$ cat src/sv/hsl_pkg.sv
// Shared types and constants of the RGB to HSL converter.
// No dependencies; used by every module of the block.
package hsl_pkg;

   localparam int HUE_FRAC_BITS = 6;
   localparam int LEVEL_BITS    = 16;
   localparam int CHAN_W        = 8;
   localparam int HUE_W         = 15;
   localparam int DEN_W         = CHAN_W + 1;
   localparam int DIV_STEPS     = LEVEL_BITS;
   localparam int SAT_NUM_W     = DEN_W + DIV_STEPS;
   localparam int HUE_NUM_W     = 22;

   localparam logic [HUE_W-1:0] SECTOR_UNITS = HUE_W'(60 << HUE_FRAC_BITS);
   localparam logic [HUE_W-1:0] HUE_TWO_U    = HUE_W'(120 << HUE_FRAC_BITS);
   localparam logic [HUE_W-1:0] HUE_THREE_U  = HUE_W'(180 << HUE_FRAC_BITS);
   localparam logic [HUE_W-1:0] HUE_FIVE_U   = HUE_W'(300 << HUE_FRAC_BITS);
   localparam logic [SAT_NUM_W-1:0] SAT_SCALE =
      SAT_NUM_W'(2 * ((1 << LEVEL_BITS) - 1));
   localparam logic [HUE_NUM_W-1:0] HUE_SCALE = HUE_NUM_W'(120 << HUE_FRAC_BITS);

   localparam logic [1:0] SECTOR_RED   = 2'd0;
   localparam logic [1:0] SECTOR_GREEN = 2'd1;
   localparam logic [1:0] SECTOR_BLUE  = 2'd2;

   // Payload of one divider stage: two restoring dividers side by side.
   // The low field holds unused numerator bits above, quotient bits below.
   typedef struct packed {
      logic                  grey;
      logic [1:0]            sector;
      logic [LEVEL_BITS-1:0] light;
      logic [DEN_W-1:0]      sat_den;
      logic [DEN_W-1:0]      sat_rem;
      logic [DIV_STEPS-1:0]  sat_low;
      logic [DEN_W-1:0]      hue_den;
      logic [DEN_W-1:0]      hue_rem;
      logic [DIV_STEPS-1:0]  hue_low;
   } div_type;

endpackage

$ cat src/sv/hsl_front.sv
// Front end of the converter: channel extremes, sector, numerators, lightness.
// Two register stages; depends on hsl_pkg.
module hsl_front (
   input  logic                         clock,
   input  logic                         reset,
   input  logic                         enable,
   input  logic                         in_valid,
   input  logic [hsl_pkg::CHAN_W-1:0]   red,
   input  logic [hsl_pkg::CHAN_W-1:0]   green,
   input  logic [hsl_pkg::CHAN_W-1:0]   blue,
   output logic                         out_valid,
   output hsl_pkg::div_type             out_data
);
   localparam int CW = hsl_pkg::CHAN_W;
   localparam int DW = hsl_pkg::DEN_W;

   logic [CW-1:0] mx, mn;
   logic [1:0]    sector;
   logic [CW-1:0] pos, neg;

   logic          v1_ff;
   logic [CW-1:0] d1_ff, pos1_ff, neg1_ff;
   logic [DW-1:0] s1_ff;
   logic [1:0]    sec1_ff;

   logic          v2_ff;
   hsl_pkg::div_type data2_ff, data2_in;

   always_comb begin
      mx = red;
      if (green > mx) mx = green;
      if (blue > mx) mx = blue;
      mn = red;
      if (green < mn) mn = green;
      if (blue < mn) mn = blue;
      if (red == mx) begin
         sector = hsl_pkg::SECTOR_RED;   pos = green; neg = blue;
      end else if (green == mx) begin
         sector = hsl_pkg::SECTOR_GREEN; pos = blue;  neg = red;
      end else begin
         sector = hsl_pkg::SECTOR_BLUE;  pos = red;   neg = green;
      end
   end

   always_ff @(posedge clock) begin
      if (reset) begin
         v1_ff <= 1'b0;
      end else if (enable) begin
         v1_ff <= in_valid;
      end
      if (enable) begin
         d1_ff   <= mx - mn;
         s1_ff   <= DW'(mx) + DW'(mn);
         sec1_ff <= sector;
         pos1_ff <= pos;
         neg1_ff <= neg;
      end
   end

   logic [DW-1:0]                    den, diff;
   logic [hsl_pkg::SAT_NUM_W-1:0]    sat_num;
   logic [hsl_pkg::HUE_NUM_W-1:0]    hue_num;
   logic [hsl_pkg::LEVEL_BITS:0]     light_x;

   always_comb begin
      den      = (s1_ff <= DW'(255)) ? s1_ff : DW'(510) - s1_ff;
      diff     = DW'(pos1_ff) + DW'(d1_ff) - DW'(neg1_ff);
      // round half up: (2*num + den) / (2*den)
      sat_num  = hsl_pkg::SAT_NUM_W'(d1_ff) * hsl_pkg::SAT_SCALE
                 + hsl_pkg::SAT_NUM_W'(den);
      hue_num  = hsl_pkg::HUE_NUM_W'(diff) * hsl_pkg::HUE_SCALE
                 + hsl_pkg::HUE_NUM_W'(d1_ff);
      // s*65535/510 is s*257/2 exactly
      light_x  = (hsl_pkg::LEVEL_BITS+1)'(s1_ff) * (hsl_pkg::LEVEL_BITS+1)'(257)
                 + (hsl_pkg::LEVEL_BITS+1)'(1);
      data2_in.grey    = (d1_ff == '0);
      data2_in.sector  = sec1_ff;
      data2_in.light   = light_x[hsl_pkg::LEVEL_BITS:1];
      data2_in.sat_den = data2_in.grey ? DW'(1) : {den[DW-2:0], 1'b0};
      data2_in.sat_rem = sat_num[hsl_pkg::SAT_NUM_W-1 -: DW];
      data2_in.sat_low = sat_num[hsl_pkg::DIV_STEPS-1:0];
      data2_in.hue_den = data2_in.grey ? DW'(2) : {d1_ff, 1'b0};
      data2_in.hue_rem = DW'(hue_num[hsl_pkg::HUE_NUM_W-1:hsl_pkg::DIV_STEPS]);
      data2_in.hue_low = hue_num[hsl_pkg::DIV_STEPS-1:0];
   end

   always_ff @(posedge clock) begin
      if (reset) begin
         v2_ff <= 1'b0;
      end else if (enable) begin
         v2_ff <= v1_ff;
      end
      if (enable) begin
         data2_ff <= data2_in;
      end
   end

   assign out_valid = v2_ff;
   assign out_data  = data2_ff;

endmodule

$ cat src/sv/hsl_div_step.sv
// One registered restoring-division step for the saturation and hue dividers.
// Depends on hsl_pkg.
module hsl_div_step (
   input  logic             clock,
   input  logic             reset,
   input  logic             enable,
   input  logic             in_valid,
   input  hsl_pkg::div_type in_data,
   output logic             out_valid,
   output hsl_pkg::div_type out_data
);
   localparam int DW = hsl_pkg::DEN_W;
   localparam int LW = hsl_pkg::DIV_STEPS;

   logic             valid_ff;
   hsl_pkg::div_type data_ff, data_in;
   logic [DW:0]      sat_trial, hue_trial;
   logic             sat_fit, hue_fit;

   always_comb begin
      data_in   = in_data;
      sat_trial = {in_data.sat_rem, in_data.sat_low[LW-1]};
      hue_trial = {in_data.hue_rem, in_data.hue_low[LW-1]};
      sat_fit   = sat_trial >= {1'b0, in_data.sat_den};
      hue_fit   = hue_trial >= {1'b0, in_data.hue_den};
      data_in.sat_rem = sat_fit ? DW'(sat_trial - {1'b0, in_data.sat_den}) : sat_trial[DW-1:0];
      data_in.hue_rem = hue_fit ? DW'(hue_trial - {1'b0, in_data.hue_den}) : hue_trial[DW-1:0];
      data_in.sat_low = {in_data.sat_low[LW-2:0], sat_fit};
      data_in.hue_low = {in_data.hue_low[LW-2:0], hue_fit};
   end

   always_ff @(posedge clock) begin
      if (reset) begin
         valid_ff <= 1'b0;
      end else if (enable) begin
         valid_ff <= in_valid;
      end
      if (enable) begin
         data_ff <= data_in;
      end
   end

   assign out_valid = valid_ff;
   assign out_data  = data_ff;

endmodule

$ cat src/sv/rgb_to_hsl_converter.sv
// Top level of the RGB to HSL converter: front end, divider chain, output stage.
// Depends on hsl_pkg, hsl_front and hsl_div_step.
//
//   channel  direction  tdata fields (lowest bit up)
//   req      in         red_level[7:0], green_level[15:8], blue_level[23:16]
//   rsp      out        hue_angle[14:0], saturation_level[30:15],
//                       lightness_level[46:31], zero[47]
//
// One pixel enters per cycle while the output is not stalled; its result passes through two
// front stages, sixteen one-bit divider stages and one output stage.
// The latency is set by the 16 quotient bits of the saturation divider.
// Reset clears every stage's valid bit; payload registers are not reset.
// A stalled output freezes the whole pipeline, so nothing is lost or repeated.
module rgb_to_hsl_converter (
   input  logic        clock,
   input  logic        reset,
   input  logic        req_tvalid,
   output logic        req_tready,
   input  logic [23:0] req_tdata,   // red_level, green_level, blue_level
   output logic        rsp_tvalid,
   input  logic        rsp_tready,
   output logic [47:0] rsp_tdata    // hue_angle, saturation_level, lightness_level
);
   localparam int STEPS = hsl_pkg::DIV_STEPS;
   localparam int HW    = hsl_pkg::HUE_W;
   localparam int LB    = hsl_pkg::LEVEL_BITS;

   logic             advance;
   logic             stage_valid [STEPS+1];
   hsl_pkg::div_type stage_data  [STEPS+1];

   // advance every stage when the output register is free or being drained
   assign advance    = !rsp_tvalid || rsp_tready;
   assign req_tready = advance;

   hsl_front u_front (
      .clock     (clock),
      .reset     (reset),
      .enable    (advance),
      .in_valid  (req_tvalid),
      .red       (req_tdata[7:0]),
      .green     (req_tdata[15:8]),
      .blue      (req_tdata[23:16]),
      .out_valid (stage_valid[0]),
      .out_data  (stage_data[0])
   );

   // one quotient bit per stage for both dividers
   for (genvar i = 0; i < STEPS; i++) begin : g_div
      hsl_div_step u_step (
         .clock     (clock),
         .reset     (reset),
         .enable    (advance),
         .in_valid  (stage_valid[i]),
         .in_data   (stage_data[i]),
         .out_valid (stage_valid[i+1]),
         .out_data  (stage_data[i+1])
      );
   end

   hsl_pkg::div_type last;
   logic [HW-1:0]    t_val, hue_in;
   logic [LB-1:0]    sat_in;
   logic             valid_ff;
   logic [HW-1:0]    hue_ff;
   logic [LB-1:0]    sat_ff, light_ff;

   // map the offset quotient t = round(U*(pos+d-neg)/d) onto the hue circle
   always_comb begin
      last  = stage_data[STEPS];
      t_val = last.hue_low[HW-1:0];
      case (last.sector)
         hsl_pkg::SECTOR_RED: begin
            if (t_val < hsl_pkg::SECTOR_UNITS) begin
               hue_in = t_val + hsl_pkg::HUE_FIVE_U;
            end else begin
               hue_in = t_val - hsl_pkg::SECTOR_UNITS;
            end
         end
         hsl_pkg::SECTOR_GREEN: hue_in = t_val + hsl_pkg::SECTOR_UNITS;
         hsl_pkg::SECTOR_BLUE:  hue_in = t_val + hsl_pkg::HUE_THREE_U;
         default:               hue_in = '0;
      endcase
      sat_in = last.sat_low;
      if (last.grey) begin
         hue_in = '0;
         sat_in = '0;
      end
   end

   always_ff @(posedge clock) begin
      if (reset) begin
         valid_ff <= 1'b0;
      end else if (advance) begin
         valid_ff <= stage_valid[STEPS];
      end
      if (advance) begin
         hue_ff   <= hue_in;
         sat_ff   <= sat_in;
         light_ff <= last.light;
      end
   end

   assign rsp_tvalid = valid_ff;
   assign rsp_tdata  = {1'b0, light_ff, sat_ff, hue_ff};

`ifndef NO_ASSERTIONS
   a_hue_range: assert property (@(posedge clock) disable iff (reset)
      rsp_tvalid |-> (hue_ff < HW'(hsl_pkg::HUE_TWO_U * 3)))
      else $error("hue out of range");
   a_grey_hue: assert property (@(posedge clock) disable iff (reset)
      (rsp_tvalid && sat_ff == '0) |-> (hue_ff == '0))
      else $error("grey pixel with nonzero hue");
   a_drain: assert property (@(posedge clock) disable iff (reset)
      (stage_valid[STEPS] && advance) |=> rsp_tvalid)
      else $error("result dropped at output stage");
`endif

endmodule

$ cat config.mk
export PLATFORM = sky130hd
export DESIGN_NAME = rgb_to_hsl_converter
export DESIGN_NICKNAME = d
export VERILOG_FILES = /design/src/sv/hsl_pkg.sv /design/src/sv/hsl_front.sv /design/src/sv/hsl_div_step.sv /design/src/sv/rgb_to_hsl_converter.sv
export SDC_FILE = /design/constraint.sdc
export NUM_CORES = 2
export LEC_CHECK = 0
export ABC_AREA = 1
export BUFFER_PORTS_ARGS = -buffer_cell sky130_fd_sc_hd__buf_4
export CELL_PAD_IN_SITES_DETAIL_PLACEMENT = 1
export CELL_PAD_IN_SITES_GLOBAL_PLACEMENT = 2
export CORE_UTILIZATION = 44
export DETAILED_ROUTE_END_ITERATION = 10
export GPL_ROUTABILITY_DRIVEN = 1
export MAX_ROUTING_LAYER = met4
export PLACE_DENSITY_LB_ADDON = 0.1
export SLEW_MARGIN = 5
export SYNTH_ARGS = -nofsm -noshare
export SYNTH_HDL_FRONTEND = slang
export SYNTH_HIERARCHICAL = 1
export SYNTH_SLANG_ARGS = --single-unit
export TNS_END_PERCENT = 100
$ cat constraint.sdc
create_clock -name clock -period 47.6 [get_ports clock]
set_input_delay 2.38 -clock clock [delete_from_list [all_inputs] [get_ports clock]]
set_output_delay 2.38 -clock clock [all_outputs]
set_load 0.01 [all_outputs]
# Word level (Yosys, flattened, before mapping)
# Index checks and enable logic that the tools add are counted.
# Widths: inputs -> output; s select.
# totals
regBits,1540
latch_bits,0
ramBits,0
mem_bits_ro,0
input_bits,28
output_inout_bits,50
word_cells,313
n_memories,0
# op_classes
addsub,42
multipliers,3
n_div,0
magnitude_cmp,38
n_eq_ne,4
shift,0
n_mux,43
bitwise_logic,0
reduce_logical,4
# op_table
cell,count
$ge 10x9->1,31
$mux 9,30
$sub 9x9->9,29
$mux 8,8
$pmux 15 s3,1
$add 25x9->25,1
$mul 8x16->24 const B,1
$add 22x8->22,1
$add 8x8->9,2
$add 17x1->17 const B,1
$mul 9x9->17 const B,1
$eq 8x8->1,2
$gt 8x8->1,2
$lt 8x8->1,2
$add 15x12->15 const B,1
$add 15x14->15 const B,1
$add 15x15->15 const B,1
$lt 15x12->1 const B,1
$mux 15,1
$sub 15x12->15 const B,1
$mul 9x4->13 const B,1
$ge 7x9->1,1
$le 9x8->1 const B,1
$sub 7x9->9,1
12 further kinds,12

# Logic depth before layout (Yosys ltp)
# depth
depth_word,7
depth_mapped,36
depth_no_buf,34

# By module
# Netlist, hierarchy kept.
# by_module_without_submodules
module,instances,cells_each,area_per_inst_um2,seq_area_each_um2
hsl_div_step,16,342,3965.1,2632.5
hsl_front,1,1217,10670.2,3463.3
rgb_to_hsl_converter,1,214,2254.7,1431.4

# Worst setup path after synthesis
# OpenSTA, ideal clock, no wires.
# synth_path
path_type,input-to-reg
startpoint,input port rsp_tready
endpoint,"register g_div[0].u_step.data_ff, in the netlist g_div[0].u_step/out_data[0] (enable)"
arrival_ns,27.751
required_ns,36.740
path_slack_ns,8.989
stages,2
cell_sequence,inv_1 nand2_1
# synth_via
elab_chain_len,1
# synth_lines
element,line,source
start: declaration,rgb_to_hsl_converter.sv:21,"input logic rsp_tready,"
$logic_or 1x1->1,rgb_to_hsl_converter.sv:33,assign advance = !rsp_tvalid || rsp_tready;
named net req_tready,rgb_to_hsl_converter.sv:18,"output logic req_tready,"
end signal: assignment,hsl_div_step.sv:39,data_ff <= data_in;
end: declaration,hsl_div_step.sv:16,"hsl_pkg::div_type data_ff, data_in;"
# The timed path passes the listed nets, and every way through them passes these cells.
# A chain may end at the register's enable or synchronous reset.

# Worst setup path in the final report
# layout_path
startpoint,input port rsp_tready
endpoint,"register g_div[2].u_step.data_ff, in the netlist g_div[2].u_step/out_data[77] (enable)"
# layout_via
elab_chain_len,1
# layout_lines
element,line
$logic_or 1x1->1,rgb_to_hsl_converter.sv:33
end signal: assignment,hsl_div_step.sv:39
end: declaration,hsl_div_step.sv:16
# No other way between the ends.

==> flow_metrics.tcl <==
set metrics [dict create \
    outcome "finished clean" \
    min_to "g_div[15].u_step/out_data[38]" \
    slew_viol_final 0 \
    post_cts_buffers 0 \
    min_path_cells 0 \
    place_congestion 0.829 \
    clock-sinks 1520 \
    end_kind "flop" \
    drt_wl_total_um 155000 \
    antenna_cells 0 \
    overflow 0 \
    avgViaCountPerCell 4.89 \
    drt-wirelength-per-cell_um 16.8 \
    netlist_instances 6697 \
    worstSetupPathType "in2reg" \
    fp-row-count 150 \
    avgSynthCellArea_um2 11.1 \
    post-dp-hpwl_um 116000 \
    multiInputGateArea_um2 24000 \
    setup_tns_ps 0 \
    relSlewSlack_pct 25.2 \
    cts_tree "done" \
    min_path_type "reg2reg" \
    grt_pass1_wl_um 254000 \
    ant_nets 0 \
    root_buffer "clkbuf_16" \
    initial_core_util_pct 44.3 \
    grt_max_degree 160 \
    port_buffers 76 \
    final_layout_size_suffix_gt1_share_pct 8.55 \
    r2r_slack_ps 41940 \
    path_common_cell "buf_4" \
    clockBufferDepth 3 \
    cts_resized 0 \
    cpPeakStageDelay_ps 940 \
    worst_slew_pin_slew_ps 1120 \
    ff_latch_area_um2 45500 \
    critPathBufInv 7 \
    r2r-start "rsp_tvalid" \
    hold_buffers 0 \
    drtIter0Drc 1742 \
    vias 45100 \
    cp_top_family "buffers and inverters" \
    crit_arrival_ps 7420 \
    cts_made_buffers 165 \
    clk_transition_reported_paths_ps 60 \
    layout_setup_ws_ps 40590 \
    die_x_um 412 \
    track_usage_pct 19.3 \
    finalClockSkew_ps 25.5 \
    fin_crit_ps 7010 \
    antenna_found_initial 0 \
    hp-start "g_div[14].u_step/out_data[37]" \
    setup_viol 0 \
    r2r_cells 6 \
    required_ps 48010 \
    core_area_um2 167000 \
    die_h_um 412 \
    finalCritPeriodShare_pct 14.7 \
    layout.nets 7406 \
    insertion_delay_ps 800 \
    fill_cells 17900 \
    ctsHtreeMaxLevel 4 \
    drtPass1Iterations 5 \
    rsz0062_at_grt "false" \
    yosys_warnings 6 \
    dieArea_um2 170000 \
    reg2reg_to "g_div[2].u_step/out_data[77]" \
    critPathLaunchType "input pin" \
    fmax_mhz 143 \
    pre_cts_ws_ps 39650 \
    crit_chain "buf_4, inv_1, nand2_4, buf_12, buf_12, buf_4, buf_4, buf_4" \
    slowest_stage "buf_4" \
    netlist_area_um2 74100 \
    hold_violations 0 \
    pin_count 78 \
    drc 0 \
    area_growth_pct 11.2 \
    first_global_vias 48000 \
    max_cap_violations 0 \
    worst-path-max-fanout 159 \
]
-- worst register-to-register path, delay by kind of cell, from the launching register on --
kind	cells	cell delay [ps]
simple gates	1	600
flops	1	350
buf+inv	5	4240
-- placed cells by master, fill, tap and decap left out, types with 19 or more instances in the layout --
cell type	instances
a21oi_1	195
buf_4	93
clkbuf_1	36
clkbuf_16	168
clkinv_1	31
clkinv_2	29
dfxtp_1	19
edfxtp_1	1501
fa_1	86
ha_1	416
inv_1	1077
nand2_1	1757
nand2_2	125
nand2_4	35
nand3_1	679
nand3b_1	21
nand4_1	72
nor2_1	219
nor2_2	26
nor3_1	39
o21ai_0	20
xor2_1	151
-- state kept, by name, summed over array words and instances, names as in the netlist, 15 cells and up --
name                    cells
g_div.u_step/out_data    1340
g_div.u_step/out_valid     16
hue_ff                     15
light_ff                   16
sat_ff                     16
u_front/out_data           80
-- worst max-delay path by stage --
stage	start	to	slack, ps	cells past startpoint
2_1_floorplan	rsp_tready	g_div[0].u_step/out_data[10]	10170	2
4_1_cts	rsp_tready	g_div[3].u_step/out_data[73]	40570	8
5_1_grt	rsp_tready	g_div[1].u_step/out_data[81]	40170	8
6_report	rsp_tready	g_div[2].u_step/out_data[77]	40590	8
3_3_place_gp	rsp_tready	g_div[2].u_step/out_data[73]	39800	8
3_5_place_dp	rsp_tready	g_div[2].u_step/out_data[72]	39650	8
-- layout make-up --
class                           instances  share of cell area [%]
Sequential cell                      1520                    55.2
Multi-Input combinational cell       4012                    29.1
Clock buffer                          204                    5.27
Inverter                             1082                    4.94
Tap cell                             2204                    3.35
Clock inverter                        103                    1.30
Timing Repair Buffer                   95                   0.896
-- metrics by stage --
stage / cell area, um2 / instances / hold WS, ps / util (%)
after floorplan: 74100 / 6701 / 400 / -
after global placement: 77000 / 8913 / 400 / 46.0
after detailed placement: 77000 / 8913 / 405 / 46.0
after CTS: 82400 / 9220 / 405 / 49.3
after global routing: 82400 / 9220 / 417 / 49.3
final: 82400 / 9220 / 401 / 49.3
-- metal layers --
layer	global-route usage, %	vias to the layer above	wire, um
met5	-	-	0
met4	5.05	0	3070
met3	2.43	217	3420
met2	33.4	378	78500
met1	23.6	21800	70200
li1	-	22700	-
Power is not shown: default switching activity piles up to over one toggle a cycle in this logic, so the estimate is an artifact.
